==> config.mk <==
export PLATFORM = sky130hd
export DESIGN_NAME = lstk_ctrl
export DESIGN_NICKNAME = d
export VERILOG_FILES = /design/src/hw/rtl/lstk_pkg.sv /design/src/hw/rtl/lstk_ctrl.sv
export SDC_FILE = /design/constraint.sdc
export NUM_CORES = 1
export LEC_CHECK = 0
export CAP_MARGIN = 30
export CORE_AREA = 5 5 42 44
export CTS_CLUSTER_SIZE = 16
export DETAILED_ROUTE_END_ITERATION = 12
export DIE_AREA = 0 0 47 49
export DONT_BUFFER_PORTS = 1
export GPL_TIMING_DRIVEN = 0
export PLACE_DENSITY = 0.3
export RECOVER_POWER = 100
export SLEW_MARGIN = 20
export SYNTH_ARGS = -nofsm -noshare
export SYNTH_HDL_FRONTEND = slang
export SYNTH_SLANG_ARGS = --single-unit
==> constraint.sdc <==
create_clock -name aclk -period 1.1 [get_ports aclk]
set_input_delay 0.055 -clock aclk [delete_from_list [all_inputs] [get_ports aclk]]
set_output_delay 0.055 -clock aclk [all_outputs]
set_load 0.005 [all_outputs]
==> src/hw/rtl/lstk_pkg.sv <==
// Shared types and constants for the bounded stack.
`default_nettype none

package lstk_pkg;

    localparam int DEFAULT_DEPTH     = 256;
    localparam int DEFAULT_WORD_BITS = 32;

    localparam int DATA_BITS = 32;
    localparam int POS_BITS  = 9;
    localparam int CAP_BITS  = 9;

    localparam logic [CAP_BITS-1:0] CAP_RESET = 9'd256;

    typedef enum logic [1:0] {
        FN_PUSH = 2'd0,
        FN_POP  = 2'd1,
        FN_PEEK = 2'd2,
        FN_NONE = 2'd3
    } func_t;

    typedef enum logic [1:0] {
        ST_OK        = 2'd0,
        ST_OVERFLOW  = 2'd1,
        ST_UNDERFLOW = 2'd2,
        ST_BAD_POS   = 2'd3
    } status_t;

    // Commands from the controller to the datapath.
    typedef struct packed {
        logic capture;  // latch the accepted operation
        logic exec;     // update count, write or read the entry store
        logic load;     // move the finished result into the output register
    } dp_cmd_t;

endpackage

`default_nettype wire

==> src/hw/rtl/lstk_ctrl.sv <==
// Controller: sequences capture, execute and result load, and owns the handshakes.
`default_nettype none

module lstk_ctrl
    import lstk_pkg::*;
(
    input  wire logic    aclk,
    input  wire logic    aresetn,
    input  wire logic    s_valid,
    output logic         s_ready,
    output logic         m_valid,
    input  wire logic    m_ready,
    output dp_cmd_t      cmd
);

    typedef enum logic [2:0] {
        S_IDLE = 3'b001,
        S_EXEC = 3'b010,
        S_LOAD = 3'b100
    } state_t;

    state_t state_reg, state_next;
    logic   m_valid_reg, m_valid_next;
    logic   out_free;

    assign out_free = !m_valid_reg || m_ready;
    assign s_ready  = (state_reg == S_IDLE);
    assign m_valid  = m_valid_reg;

    always_comb begin
        state_next   = state_reg;
        m_valid_next = m_valid_reg && !m_ready;
        cmd          = '0;
        unique case (state_reg)
            S_IDLE: begin
                if (s_valid) begin
                    cmd.capture = 1'b1;
                    state_next  = S_EXEC;
                end
            end
            S_EXEC: begin
                cmd.exec   = 1'b1;
                state_next = S_LOAD;
            end
            S_LOAD: begin
                // hold here while the previous result still waits
                if (out_free) begin
                    cmd.load     = 1'b1;
                    m_valid_next = 1'b1;
                    state_next   = S_IDLE;
                end
            end
            default: begin
                state_next = S_IDLE;
            end
        endcase
    end

    always_ff @(posedge aclk) begin
        if (!aresetn) begin
            state_reg   <= S_IDLE;
            m_valid_reg <= 1'b0;
        end else begin
            state_reg   <= state_next;
            m_valid_reg <= m_valid_next;
        end
    end

endmodule

`default_nettype wire

==> metrics.md <==
| Metric | Value |
|---|---|
| Sequential share of the synthesized area | `0.438` |
| Post-synthesis mux area share | `0.0548` |
| Clock Sink Count | `4` |
| Site Rows | `14` |
| Core Region | `~0.0014 mm²` |
| Placed Instance Area | `slightly above 200 µm²` |
| Clock latency at the later pin of the worst-skew pair | `between 0.2 and 0.25 ns` |
| Run status | `complete, but fails checks` |
| Grt total ovfl | `0` |
| WP data required | `1.04 ns` |
| Synth cell types | `12` |
| Final Total Pwr | `0.378 mW` |
| CTS max path bufs | `2` |
| Final cell count without fillers | `40` |
| Post-layout min period | `1.18 ns` |
| Design area | `287 µm²` |
| Fin. Hold Viols | `0` |
| Placement Setup Slack | `-0.0665 ns` |
| Setup TNS Final | `-0.0836 ns` |
| Initial DRC Count | `1` |
| CTS root buf | `clkbuf_4` |
| Buffers on Ports | `0` |
| Vias in the first global route | `about 180` |
| Largest net degree at the start of global routing | `6` |
| Largest family of logic cells by synthesized area | `simple AND/OR/NAND/NOR gates` |
| Fin util | `0.204` |
| Final Wtd Congestion | `0.667` |
| Max FO, Critical Path | `4` |
| Total Routed Length | `418 µm` |
| Post-Synth XOR/XNOR Area | `0` |
| P per Cell Area | `around 1300 mW/mm²` |
| DIE AREA | `0.00230 mm²` |
| DRC viols | `0` |
| Max VDD drop | `approximately 660 µV` |
| Post-DRT Antenna Nets | `0` |
| Via-to-Cell Ratio | `3.90` |
| Synth Area in Simple Gates | `0.384` |
| Max-slew violation count | `0` |
| Worst EP arrival | `roughly 1.1 ns` |
| First-pass GRT wire length | `662 µm` |
| PnR worst setup slack | `-0.0836 ns` |
| Post-synthesis instance area | `183 µm²` |
| GRT Total Usage | `0.0458` |
| CP Class | `reg -> out` |
| Worst-Margin Slew | `0.217 ns` |
| Area Growth Syn to Fin | `56.8%` |
| Min-delay worst type | `in -> reg` |
| Syn nets | `22` |
| Largest register FFs | `3` |
| Final nets | `30` |
| Synth Area in Adders | `0` |
| Fmax | `0.845 GHz` |
| Number of fill cells in the layout | `162` |
| Endpoint type of the worst setup path | `primary output` |
| Tcrit/Tclk final | `1.08` |
| Failing checks | `setup timing` |
| Leak Pwr | `0.110 nW` |
| CTS tree | `built` |
| Startpoint types | `register` |
| Commonest non-fill, non-tap cell in the layout | `clkbuf_4` |
| Inserted Clock Buffers | `3` |
| Post-DR wirelength/cell | `10.5 µm` |
| Max_cap viols | `0` |
| TritonRoute pass-1 iters | `2` |
| Slew margin rel. | `0.855` |
| Hold Slack | `0.0523 ns` |
| Clock transition at path regs | `0.04 ns` |
| I/O Pins | `9` |
| Post-synthesis area per instance | `between 10 and 15 µm²` |
| ANT cells | `0` |
| Synth Warn # | `0` |
| Commonest non-fill, non-tap cells in the layout | `clkbuf_4 (3), nor3b_1 (2), buf_4 (2), dlygate4sd3_1 (2), dfxtp_2 (2)` |
| Compound-Gate Fraction of Synth Area | `0.0822` |
| Htree depth | `1` |
| Setup violators final | `1` |
| Die width | `47 µm` |
| Initial antenna violation count | `0` |
| Setup repair after global routing missed its margin | `true` |
| Clk_skew | `0.00165 ns` |
| #FFs+latches synth | `4` |
| Starting density of the core | `0.130` |
| Gate Count Post-Synth | `18` |
| Cell count after placement | `34` |
| DIE HEIGHT | `49 µm` |
| Ratio of cells with drive above 1 in the final layout | `0.583` |
| Via count | `156` |
## cells in the mapped netlist, drive strengths merged
cell type  number  area (µm²)
and3            1        7.51
and2            1        7.51
a21boi          1        7.51
nand2b          1        6.26
mux2i           1        10.0
dfxtp           4        80.1
nor2            1        3.75
o31ai           1        7.51
buf             1        7.51
or3b            1        8.76
nor3b           4        30.0
nor2b           1        6.26
## logic make-up after synthesis
kind of cell,after synthesis
flip-flops,4
multiplexers,1
AO/OA/AOI/OAI,2
AND/OR/NAND/NOR,10
buffers and inverters,1
## critical path, cell delays in order, from the launching register on
cell and delay (ns):
dfxtp_4 0.36, or3b_4 0.41, nor2b_4 0.12
## cell type report
type	instances	area [µm²]	share of cell area
buffer	1	7.51	0.0262
clock buffer	3	22.5	0.0786
multi-input combinational	13	123	0.428
sequential	4	86.3	0.301
tap	16	20.0	0.0699
timing repair buffer	3	27.5	0.0961
## worst paths after layout
check,start,end,slack (ns),depth (start not counted)
hold / removal,s_valid,state_reg[0],0.05,2
setup reg to reg,state_reg[2],state_reg[0],0,3
setup / recovery,state_reg[2],cmd[0],-0.08,2
hold reg to reg,state_reg[0],state_reg[2],0.44,1
## power breakdown
| group | switching, mW | internal (mW) |
|---|---|---|
| combinational | 0.0124 | 0.0245 |
| sequential | 0.00819 | 0.151 |
| clock | 0.0599 | 0.122 |
| total | 0.0805 | 0.297 |
## per-layer routing
| layer | up-vias | GRT usage | routed length, µm |
|---|---|---|---|
| met2 | 12 | 0.0475 | 134 |
| met1 | 66 | 0.0419 | 189 |
| met5 | - | 0 | 0 |
| li1 | 78 | - | - |
| met4 | 0 | 0.0138 | 0 |
| met3 | 0 | 0.0812 | 94 |
## repair_timing
item | CTS | global route
hold buffers | 2 | 0
setup endpoints to repair | 4 | 4
setup buffers | 0 | 1
endpoints found under the hold margin | 4 | 0
gates resized for setup | 5 | 6
Power figures use the tool's default switching activity.
